==> config.mk <==
export PLATFORM = sky130hd
export DESIGN_NAME = zebra_crossing_detector
export DESIGN_NICKNAME = d
export VERILOG_FILES = /design/src/hdl/zcd_pkg.sv /design/src/hdl/zcd_core.sv /design/src/hdl/zcd_out_buf.sv /design/src/hdl/zebra_crossing_detector.sv
export VERILOG_INCLUDE_DIRS = /design/src /design/src/hdl
export SDC_FILE = /design/constraint.sdc
export NUM_CORES = 1
export LEC_CHECK = 0
export BUFFER_PORTS_ARGS = -buffer_cell sky130_fd_sc_hd__buf_2
export CAP_MARGIN = 20
export CORE_MARGIN = 3
export CORE_UTILIZATION = 28
export CTS_CLUSTER_DIAMETER = 120
export DETAILED_ROUTE_END_ITERATION = 10
export GPL_ROUTABILITY_DRIVEN = 0
export GPL_TIMING_DRIVEN = 0
export MAX_ROUTING_LAYER = met4
export SLEW_MARGIN = 15
export SYNTH_ARGS = -nofsm -noshare
export SYNTH_HDL_FRONTEND = slang
export SYNTH_HIERARCHICAL = 1
export SYNTH_SLANG_ARGS = --single-unit
==> constraint.sdc <==
create_clock -name clk -period 6.8 [get_ports clk]
set_input_delay 1.7 -clock clk [delete_from_list [all_inputs] [get_ports clk]]
set_output_delay 1.7 -clock clk [all_outputs]
set_load 0.02 [all_outputs]
==> src/hdl/assert_macros.svh <==
// Assertion helpers shared by the RTL files.
// Synthesis builds see empty bodies.
`ifndef ASSERT_MACROS_SVH
`define ASSERT_MACROS_SVH

`ifndef SYNTHESIS

// The property must hold at every rising clock edge outside reset.
`define ASSERT_PROP(label, clk, rst_n, prop) \
	label: assert property (@(posedge clk) disable iff (!rst_n) prop) \
		else $error("assertion failed");

// The expression must never be true outside reset.
`define ASSERT_NEVER(label, clk, rst_n, expr) \
	label: assert property (@(posedge clk) disable iff (!rst_n) !(expr)) \
		else $error("forbidden condition seen");

`else

`define ASSERT_PROP(label, clk, rst_n, prop)
`define ASSERT_NEVER(label, clk, rst_n, expr)

`endif

`endif

==> src/hdl/zcd_pkg.sv <==
package zcd_pkg;

	// Image bounds; pixels outside them do not take part in counting.
	localparam int unsigned IMAGE_COLUMNS = 128;
	localparam int unsigned IMAGE_ROWS    = 64;

	// Field widths.
	localparam int ROW_W   = 6;
	localparam int COL_W   = 7;
	localparam int FRAME_W = 16;
	localparam int TRANS_W = 8;
	localparam int CFG_W   = 16;
	localparam int CFG_IDX_W = 3;

	// Register reset values.
	localparam logic [FRAME_W-1:0] WARMUP_RESET     = 16'd600;
	localparam logic [TRANS_W-1:0] TRANS_LIMIT_RESET = 8'd10;
	localparam logic [ROW_W-1:0]   ROW_LIMIT_RESET   = 6'd4;
	localparam logic [ROW_W-1:0]   SCAN_TOP_RESET    = 6'd38;
	localparam logic [ROW_W-1:0]   SCAN_BOTTOM_RESET = 6'd15;

	// Configuration register indexes.
	typedef enum logic [CFG_IDX_W-1:0] {
		REG_WARMUP_FRAMES    = 3'd0,
		REG_TRANSITION_LIMIT = 3'd1,
		REG_ROW_LIMIT        = 3'd2,
		REG_SCAN_TOP_ROW     = 3'd3,
		REG_SCAN_BOTTOM_ROW  = 3'd4
	} cfg_reg_t;

	// Current configuration as seen by the detector core.
	typedef struct packed {
		logic [FRAME_W-1:0] warmup_frames;
		logic [TRANS_W-1:0] transition_limit;
		logic [ROW_W-1:0]   row_limit;
		logic [ROW_W-1:0]   scan_top_row;
		logic [ROW_W-1:0]   scan_bottom_row;
	} cfg_t;

	// One input word.
	typedef struct packed {
		logic             frame_start;
		logic [ROW_W-1:0] row_index;
		logic [COL_W-1:0] column_index;
		logic             pixel_value;
		logic [COL_W-1:0] left_edge;
		logic [COL_W-1:0] right_edge;
	} pixel_t;

	// One result word.
	typedef struct packed {
		logic             stop_flag;
		logic [ROW_W-1:0] crossing_row;
		logic [ROW_W-1:0] striped_rows;
	} result_t;

endpackage

==> src/hdl/zcd_core.sv <==
module zcd_core (
	input  logic            clk,
	input  logic            arst_n,
	input  zcd_pkg::cfg_t   cfg,
	input  logic            pix_accept,
	input  zcd_pkg::pixel_t pix,
	output zcd_pkg::result_t result
);
	import zcd_pkg::*;

	`include "assert_macros.svh"

	logic [FRAME_W-1:0] frame_count_q;
	logic               previous_pixel_q;
	logic [TRANS_W-1:0] row_changes_q;
	logic               row_counted_q;
	logic [ROW_W-1:0]   striped_count_q;
	logic               frame_finished_q;
	logic               detected_q;
	logic [ROW_W-1:0]   found_row_q;

	logic [FRAME_W-1:0] frame_count_d;
	logic [TRANS_W-1:0] row_changes_0;
	logic [TRANS_W-1:0] row_changes_d;
	logic               row_counted_0;
	logic               row_counted_d;
	logic [ROW_W-1:0]   striped_0;
	logic [ROW_W-1:0]   striped_d;
	logic               finished_0;
	logic               finished_d;
	logic               detected_d;
	logic [ROW_W-1:0]   found_row_d;
	logic               active;
	logic               in_bounds;
	logic               pair_counts;
	logic               change_hit;

	// Next state for one pixel: frame start, row start, counting, then detection.
	always_comb begin
		frame_count_d = frame_count_q;
		striped_0     = striped_count_q;
		finished_0    = frame_finished_q;
		if (pix.frame_start) begin
			if (frame_count_q < cfg.warmup_frames) begin
				frame_count_d = frame_count_q + FRAME_W'(1);
			end
			striped_0  = '0;
			finished_0 = 1'b0;
		end

		row_changes_0 = row_changes_q;
		row_counted_0 = row_counted_q;
		if (pix.column_index == '0) begin
			row_changes_0 = '0;
			row_counted_0 = 1'b0;
		end

		in_bounds = (32'(pix.row_index) < IMAGE_ROWS) &&
			(32'(pix.column_index) < IMAGE_COLUMNS);
		active = (frame_count_d >= cfg.warmup_frames) && !finished_0 &&
			(pix.row_index > cfg.scan_bottom_row) &&
			(pix.row_index <= cfg.scan_top_row) && in_bounds;

		pair_counts = (pix.left_edge != '0) && (pix.right_edge != '0) &&
			(pix.column_index > pix.left_edge) &&
			(pix.column_index <= pix.right_edge) &&
			!row_counted_0 && (pix.pixel_value != previous_pixel_q);
		change_hit = active && pair_counts;

		row_changes_d = row_changes_0;
		row_counted_d = row_counted_0;
		striped_d     = striped_0;
		if (change_hit) begin
			if (row_changes_0 != '1) begin
				row_changes_d = row_changes_0 + TRANS_W'(1);
			end
			if (row_changes_d > cfg.transition_limit) begin
				row_counted_d = 1'b1;
				if (striped_0 != '1) begin
					striped_d = striped_0 + ROW_W'(1);
				end
			end
		end

		detected_d  = detected_q;
		found_row_d = found_row_q;
		finished_d  = finished_0;
		if (active && (striped_d > cfg.row_limit)) begin
			detected_d  = 1'b1;
			found_row_d = pix.row_index;
			finished_d  = 1'b1;
		end
	end

	// Detector state, updated once per accepted word.
	always_ff @(posedge clk or negedge arst_n) begin
		if (!arst_n) begin
			frame_count_q    <= '0;
			previous_pixel_q <= 1'b0;
			row_changes_q    <= '0;
			row_counted_q    <= 1'b0;
			striped_count_q  <= '0;
			frame_finished_q <= 1'b0;
			detected_q       <= 1'b0;
			found_row_q      <= '0;
		end else if (pix_accept) begin
			frame_count_q    <= frame_count_d;
			previous_pixel_q <= pix.pixel_value;
			row_changes_q    <= row_changes_d;
			row_counted_q    <= row_counted_d;
			striped_count_q  <= striped_d;
			frame_finished_q <= finished_d;
			detected_q       <= detected_d;
			found_row_q      <= found_row_d;
		end
	end

	// The result reflects the state after this pixel.
	assign result.stop_flag    = detected_d;
	assign result.crossing_row = found_row_d;
	assign result.striped_rows = striped_d;

	// Stop flag is sticky, and a finished frame always comes from a detection.
	`ASSERT_PROP(a_stop_sticky, clk, arst_n, detected_q |=> detected_q)
	`ASSERT_NEVER(a_finish_needs_detect, clk, arst_n, frame_finished_q && !detected_q)
	`ASSERT_PROP(a_state_holds_idle, clk, arst_n,
		!pix_accept |=> $stable(striped_count_q) && $stable(frame_count_q))

endmodule

==> src/hdl/zcd_out_buf.sv <==
module zcd_out_buf (
	input  logic              clk,
	input  logic              arst_n,
	input  logic              push,
	input  zcd_pkg::result_t  push_word,
	output logic              can_push,
	output logic              out_valid,
	input  logic              out_ready,
	output zcd_pkg::result_t  out_word
);
	import zcd_pkg::*;

	`include "assert_macros.svh"

	result_t    entry_q [2];
	logic       wr_ptr_q;
	logic       rd_ptr_q;
	logic [1:0] count_q;
	logic       pop;

	// Two entries let the input side keep going while a result waits.
	assign can_push  = (count_q != 2'd2);
	assign out_valid = (count_q != 2'd0);
	assign pop       = out_valid && out_ready;
	assign out_word  = entry_q[rd_ptr_q];

	// Result storage.
	always_ff @(posedge clk) begin
		if (push) begin
			entry_q[wr_ptr_q] <= push_word;
		end
	end

	// Pointers and fill level.
	always_ff @(posedge clk or negedge arst_n) begin
		if (!arst_n) begin
			wr_ptr_q <= 1'b0;
			rd_ptr_q <= 1'b0;
			count_q  <= 2'd0;
		end else begin
			if (push) begin
				wr_ptr_q <= !wr_ptr_q;
			end
			if (pop) begin
				rd_ptr_q <= !rd_ptr_q;
			end
			count_q <= count_q + 2'(push) - 2'(pop);
		end
	end

	`ASSERT_NEVER(a_no_overflow, clk, arst_n, push && count_q == 2'd2)
	`ASSERT_NEVER(a_count_range, clk, arst_n, count_q == 2'd3)
	`ASSERT_PROP(a_ptr_match, clk, arst_n,
		(count_q == 2'd0 || count_q == 2'd2) |-> (wr_ptr_q == rd_ptr_q))

endmodule

==> src/hdl/zebra_crossing_detector.sv <==
// Zebra crossing detector on a binary pixel stream. Each input word is one pixel
// with its row, column and the track edges of its row; each accepted word gives
// exactly one result word (stop flag, row of the latest detection, and striped
// rows counted so far in the frame). One pixel is taken every clock cycle while
// in_ready is high. Each result word is held in a two-word output buffer, which
// lets pixels keep flowing during a downstream stall until both entries are full,
// when in_ready drops. Rows must arrive in descending order and pixels in
// ascending column order. Configuration writes take effect at once and should be
// done while the stream is idle.
module zebra_crossing_detector (
	input  logic                        clk,
	input  logic                        arst_n,
	// Configuration write port.
	input  logic                        cfg_write_en,
	input  logic [zcd_pkg::CFG_IDX_W-1:0] cfg_index,
	input  logic [zcd_pkg::CFG_W-1:0]   cfg_data,
	// Pixel channel.
	input  logic                        in_valid,
	output logic                        in_ready,
	input  logic                        frame_start,
	input  logic [zcd_pkg::ROW_W-1:0]   row_index,
	input  logic [zcd_pkg::COL_W-1:0]   column_index,
	input  logic                        pixel_value,
	input  logic [zcd_pkg::COL_W-1:0]   left_edge,
	input  logic [zcd_pkg::COL_W-1:0]   right_edge,
	// Result channel.
	output logic                        out_valid,
	input  logic                        out_ready,
	output logic                        stop_flag,
	output logic [zcd_pkg::ROW_W-1:0]   crossing_row,
	output logic [zcd_pkg::ROW_W-1:0]   striped_rows
);
	import zcd_pkg::*;

	cfg_t    cfg_q;
	pixel_t  pix;
	result_t core_result;
	result_t out_word;
	logic    pix_accept;

	// Configuration registers.
	always_ff @(posedge clk or negedge arst_n) begin
		if (!arst_n) begin
			cfg_q.warmup_frames    <= WARMUP_RESET;
			cfg_q.transition_limit <= TRANS_LIMIT_RESET;
			cfg_q.row_limit        <= ROW_LIMIT_RESET;
			cfg_q.scan_top_row     <= SCAN_TOP_RESET;
			cfg_q.scan_bottom_row  <= SCAN_BOTTOM_RESET;
		end else if (cfg_write_en) begin
			case (cfg_index)
				REG_WARMUP_FRAMES:    cfg_q.warmup_frames    <= cfg_data;
				REG_TRANSITION_LIMIT: cfg_q.transition_limit <= cfg_data[TRANS_W-1:0];
				REG_ROW_LIMIT:        cfg_q.row_limit        <= cfg_data[ROW_W-1:0];
				REG_SCAN_TOP_ROW:     cfg_q.scan_top_row     <= cfg_data[ROW_W-1:0];
				REG_SCAN_BOTTOM_ROW:  cfg_q.scan_bottom_row  <= cfg_data[ROW_W-1:0];
				default: ;
			endcase
		end
	end

	// Gather the pixel word.
	assign pix.frame_start  = frame_start;
	assign pix.row_index    = row_index;
	assign pix.column_index = column_index;
	assign pix.pixel_value  = pixel_value;
	assign pix.left_edge    = left_edge;
	assign pix.right_edge   = right_edge;

	assign pix_accept = in_valid && in_ready;

	zcd_core u_core (
		.clk        (clk),
		.arst_n     (arst_n),
		.cfg        (cfg_q),
		.pix_accept (pix_accept),
		.pix        (pix),
		.result     (core_result)
	);

	zcd_out_buf u_out_buf (
		.clk       (clk),
		.arst_n    (arst_n),
		.push      (pix_accept),
		.push_word (core_result),
		.can_push  (in_ready),
		.out_valid (out_valid),
		.out_ready (out_ready),
		.out_word  (out_word)
	);

	assign stop_flag    = out_word.stop_flag;
	assign crossing_row = out_word.crossing_row;
	assign striped_rows = out_word.striped_rows;

endmodule
* After elaboration in Yosys (flattened, before gate mapping)
Memory sizes are Yosys's and may differ from the RTL's.
Cells that the tools add are included.
** Word-level totals
- Flip-flop bits (word level) :: 86
- RAM bits :: 26
- Input bits :: 53
- Output and inout bits :: 15
- Logic and storage cells :: 83
- Memories kept :: 1
** Memory list
- u_out_buf.entry_q :: depth 2, width 13, rd ports 1, clocked after Yosys merged registers in 0, wr ports 1, RTL line zcd_out_buf.sv:15 : result_t entry_q [2];
** Cells by class
- Add/sub/neg operators :: 5
- Order comparisons :: 8
- Equality and inequality tests :: 8
- Muxes and demuxes :: 19
- Reduce and logical (&&, ||, !) cells :: 26
** Operators by type and width (count)
- $mux W16 :: 2
- $mux W8 :: 4
- $mux W6 :: 5
- $add A16 B1 Y16 const B :: 1
- $ge A16 B16 Y1 :: 1
- $lt A16 B16 Y1 :: 1
- $reduce_bool A7 Y1 :: 2
- $gt A6 B6 Y1 :: 2
- $logic_and A1 B1 Y1 :: 12
- $reduce_and A2 Y1 :: 5
- $add A8 B1 Y8 const B :: 1
- $gt A8 B8 Y1 :: 1
- $mux W1 :: 8
- $ne A8 B8 Y1 const B :: 1
- $gt A7 B7 Y1 :: 1
- $le A7 B7 Y1 :: 1
- $logic_not A7 Y1 :: 1
- $add A6 B1 Y6 const B :: 1
- $eq A3 B2 Y1 const B :: 2
- $le A6 B6 Y1 :: 1
- $ne A6 B6 Y1 const B :: 1
- $logic_not A1 Y1 :: 4
- $eq A3 B1 Y1 const B :: 1
- $eq A3 B3 Y1 const B :: 1
- other kinds (6) :: 6

* Longest topological paths before layout
- Word-level depth :: 15
- Mapped depth :: 29

* Modules after synthesis
Netlist, hierarchy kept.
** Modules (own cells, without submodules)
- zcd_core :: times used 1, cells each 502, area each 4317.9 µm²
- zebra_crossing_detector :: times used 1, cells each 94, area each 1641.6 µm²
- zcd_out_buf :: times used 1, cells each 57, area each 1136.1 µm²

* Worst setup path before layout
OpenSTA, ideal clock, no wires.
- Path kind :: input port to flip-flop
- From :: input port column_index[2] (netlist bit)
- To :: register u_core.found_row_q[0]
- Arrival time :: 6.898 ns
- Required time :: 6.675 ns
- Slack :: -0.222 ns
- Stages on the path :: 26
- Path buffers :: 3
- Cells stage by stage :: nor4_2 -> nand2_1 -> and2_1 -> ha_1 -> and3_1 -> and3_1 -> nand4_1 -> mux2_2 -> ha_1 -> nor2b_1 -> o211ai_1 -> a21oi_1 -> o21ai_0 -> or4_1 -> buf_4 -> nor2_4 -> mux2_2 -> ha_1 -> nor2b_1 -> o21a_1 -> o21ai_0 -> a211o_1 -> buf_2 -> or2_1 -> buf_4 -> mux2_2
** RTL lines
- start: declaration :: RTL line zebra_crossing_detector.sv:22 : input logic [zcd_pkg::COL_W-1:0] column_index,
- end signal: assignment :: RTL line zcd_core.sv:114 : found_row_q <= found_row_d;
- end: declaration :: RTL line zcd_core.sv:20 : logic [ROW_W-1:0] found_row_q;

==> results.py <==
metrics = {
    "sta": {
        "worst_slew_pin_slew_ns": 0.839,
        "drv_slew": 0,
        "finalCriticalPeriod_ns": 6.78,
        "fmax_ghz": 0.148,
        "relSlewSlack_pct": 43.6,
        "rsz0062_at_grt": "true",
        "skew_ns": 0.00978,
        "timing.final.crit_share_pct": 99.7,
        "hold_viol": 0,
        "finalSetupViolCount": 0,
        "holdWs_ns": 0.471,
    },
    "critical_path": {
        "rr_worst_depth": 28,
        "crit_slowest_cell": "or4_4",
        "reg2reg_setup_slack_ns": 0.17,
        "r2r-end": "u_core/found_row_q[5]",
        "critical_path.top_delay_family": "simple AND/OR/NAND/NOR gates",
        "crit_cells": 27,
        "path_buf_inv": 4,
        "slowest_delay_ns": 0.59,
        "cp-start-kind": "input port",
        "cp_max_fo": 8,
        "r2r-start": "cfg_q[35]",
        "cp.arrival_ns": 7.03,
        "cp-end-kind": "flip-flop",
        "criticalPathCategory": "input port to flip-flop",
        "crit_required_ns": 7.05,
    },
    "drt": {
        "drt-initial-drc-count": 298,
        "wl_microns": 16100,
        "wl_per_cell_microns": 14.9,
        "viasPerCell": 4.86,
        "ant_nets": 0,
        "vias": 5229,
        "dr.pass1.iters": 4,
        "drc": 0,
    },
    "min_path": {
        "hold_path_class": "flip-flop to flip-flop",
        "holdPathEnd": "u_core/detected_q",
        "hold_depth": 1,
        "min_from": "u_core/detected_q",
    },
    "logic_synthesis": {
        "synth_ff_type": "dfrtp_1",
        "synth_cell_types": 57,
        "syn_area_per_cell_sq_um": 10.9,
        "syn_inst": 653,
        "synth_nets": 782,
        "ys_ff_latch": 112,
        "synthArstFlopShare_pct": 76.8,
        "yosysSeqAreaShare_pct": 41.6,
        "yosysWarnings": 6,
        "synth-edff-count": 26,
        "synth.cell_area_sq_um": 7100,
    },
    "floorplan": {
        "dieArea_sq_um": 27300,
        "initial_utilization_pct": 28.8,
        "die_h_microns": 165,
        "ios": 68,
        "die_w_microns": 165,
        "rows": 57,
        "core_sq_um": 24600,
    },
    "cells_and_area": {
        "fin_nets": 876,
        "final_cell_count_no_fill": 1076,
        "seqCellArea_sq_um": 2950,
        "n_antenna_cell": 0,
        "area_delta_synth_final_pct": 19.3,
        "nFillCells": 2483,
        "multiInputGateArea_sq_um": 3920,
        "final_layout_size_suffix_gt1_share_pct": 30.1,
    },
    "clocking": {
        "clkTransAtPathRegs_ns": 0.08,
        "ctsHoldBuffers": 0,
        "cts_max_path_buffers": 2,
        "cts_tree": "yes",
        "numClockSinks": 112,
        "worstSkewPairLatency_ns": 0.36,
        "cts_max_level": 3,
        "cts_buffers": 9,
        "root_buffer": "clkbuf_16",
    },
    "grt": {
        "grt_max_degree": 60,
        "antenna_found_initial": 0,
        "grt_pass1_vias": 5108,
        "grt_usage_pct": 12.4,
        "gr-total-overflow": 0,
        "grt_pass1_wl_microns": 26000,
    },
    "power": {
        "design_power_total_uw": 2160,
        "leakage_uw": 0.00383,
        "power.density_nw_per_um2": 255,
        "ir_worst_vdd_uv": 180,
    },
    "job": {
        "cap_violations": 0,
    },
    "status": {
        "status": "finished clean",
    },
    "placement": {
        "dp.cells": 1044,
        "port_buffers": 66,
        "dpl.hpwl_microns": 11900,
    },
}
[final cells by class]
| class | count | area share, % |
|---|---|---|
| multi-input cells | 457 | 46.3 |
| repair buffers | 84 | 5.96 |
| flip-flops and latches | 112 | 34.9 |
| plain buffers | 23 | 1.64 |
| well taps | 324 | 4.79 |
| clock inverters | 6 | 0.961 |
| inverters | 60 | 2.66 |
| clock buffers | 10 | 2.82 |
[cells by family after synthesis]
| logic type | after synthesis | share of synthesized area, % |
|---|---|---|
| flip-flops | 112 | 41.6 |
| AO/OA/AOI/OAI | 91 | 8.69 |
| adder cells (fa/ha/maj) | 76 | 13.4 |
| multiplexers | 78 | 12.3 |
| XOR/XNOR | 41 | 5.06 |
| AND/OR/NAND/NOR | 171 | 14.0 |
| buffers and inverters | 84 | 5.01 |
[through the flow]
step	util, %	setup slack (ns)	TNS [ns]	area, sq um
detailed placement	32.1	-0.729	-12.66	7890
CTS	33.6	0.00897	0	8270
global placement	31.9	-0.718	-12.68	7860
global route	34.4	-0.150	-1.37	8470
floorplan	-	0.0177	0	7120
finish	34.4	0.0227	0	8470
[where the power goes]
part	leakage (uW)	switching [uW]	total [uW]	internal [uW]
sequential	0.00133	79.9	918	838
clock	0.000159	269	575	307
combinational	0.00235	354	669	315
total	0.00383	703	2160	1460
[worst max path at each step]
stage / slack [ns] / from / to
after floorplan: 0.02 / column_index[2] / u_core/found_row_q[0]
final: 0.02 / column_index[2] / u_core/found_row_q[5]
after global routing: -0.15 / column_index[2] / u_core/found_row_q[5]
after global placement: -0.72 / column_index[2] / u_core/found_row_q[3]
after detailed placement: -0.73 / column_index[2] / u_core/found_row_q[4]
after CTS: 0.009 / column_index[6] / u_core/found_row_q[5]
[routing by layer]
metal  global-route usage [%]  wire length (microns)
met2                     19.0                   7290
met4                     3.70                    300
met5                        -                      0
met1                     16.5                   7820
met3                     2.59                    664
[synth_stat cells, types with 4 or more instances]
| master | count | area [sq um] |
|---|---|---|
| a21oi_1 | 15 | 75.1 |
| xor2_1 | 10 | 87.6 |
| and4_1 | 4 | 35.0 |
| nand3_1 | 16 | 80.1 |
| dfstp_2 | 14 | 368 |
| o21a_1 | 8 | 60.1 |
| and3_1 | 17 | 106 |
| mux2_2 | 73 | 822 |
| a211oi_1 | 4 | 30.0 |
| a22o_1 | 7 | 61.3 |
| clkbuf_1 | 13 | 48.8 |
| nand2b_1 | 7 | 43.8 |
| xnor2_1 | 31 | 272 |
| dfrtp_1 | 72 | 1800 |
| buf_2 | 5 | 25.0 |
| o21ai_0 | 17 | 85.1 |
| nor3_1 | 10 | 50.1 |
| nand4_1 | 34 | 213 |
| a21o_1 | 6 | 45.0 |
| edfxtp_1 | 26 | 781 |
| a31oi_1 | 5 | 31.3 |
| ha_1 | 76 | 951 |
| nor2b_1 | 9 | 56.3 |
| and2_1 | 5 | 31.3 |
| nand2_1 | 29 | 109 |
| o211ai_1 | 10 | 75.1 |
| nor2_1 | 19 | 71.3 |
| inv_1 | 60 | 225 |
| mux2i_1 | 5 | 50.1 |
[timing repair]
action / CTS / global route
pin swaps: 2 / 15
setup buffers: 4 / 12
setup endpoints to repair: 22 / 22
resized for setup: 9 / 28
[registers in the layout (all words and copies together) (netlist names)]
name and count:
u_out_buf/entry_q 26, u_core/frame_finished_q 1, u_core/frame_count_q 16, u_core/detected_q 1
u_out_buf/wr_ptr_q 1, cfg_q 42, u_out_buf/count_q 2, u_out_buf/rd_ptr_q 1
u_core/row_changes_q 8, u_core/found_row_q 6, u_core/striped_count_q 6, u_core/previous_pixel_q 1
u_core/row_counted_q 1
[placed cells by master (no fill, tap or decap), drive strengths merged, types with 16 or more instances in the layout]
| cell type | instances |
|---|---|
| nand4 | 34 |
| edfxtp | 26 |
| o21ai | 18 |
| ha | 76 |
| and3 | 17 |
| clkbuf | 22 |
| inv | 65 |
| mux2 | 73 |
| xnor2 | 31 |
| nor2 | 20 |
| dfrtp | 72 |
| nand2 | 29 |
| buf | 95 |
| nand3 | 16 |
Note: power is estimated with default switching activity, not from simulation.
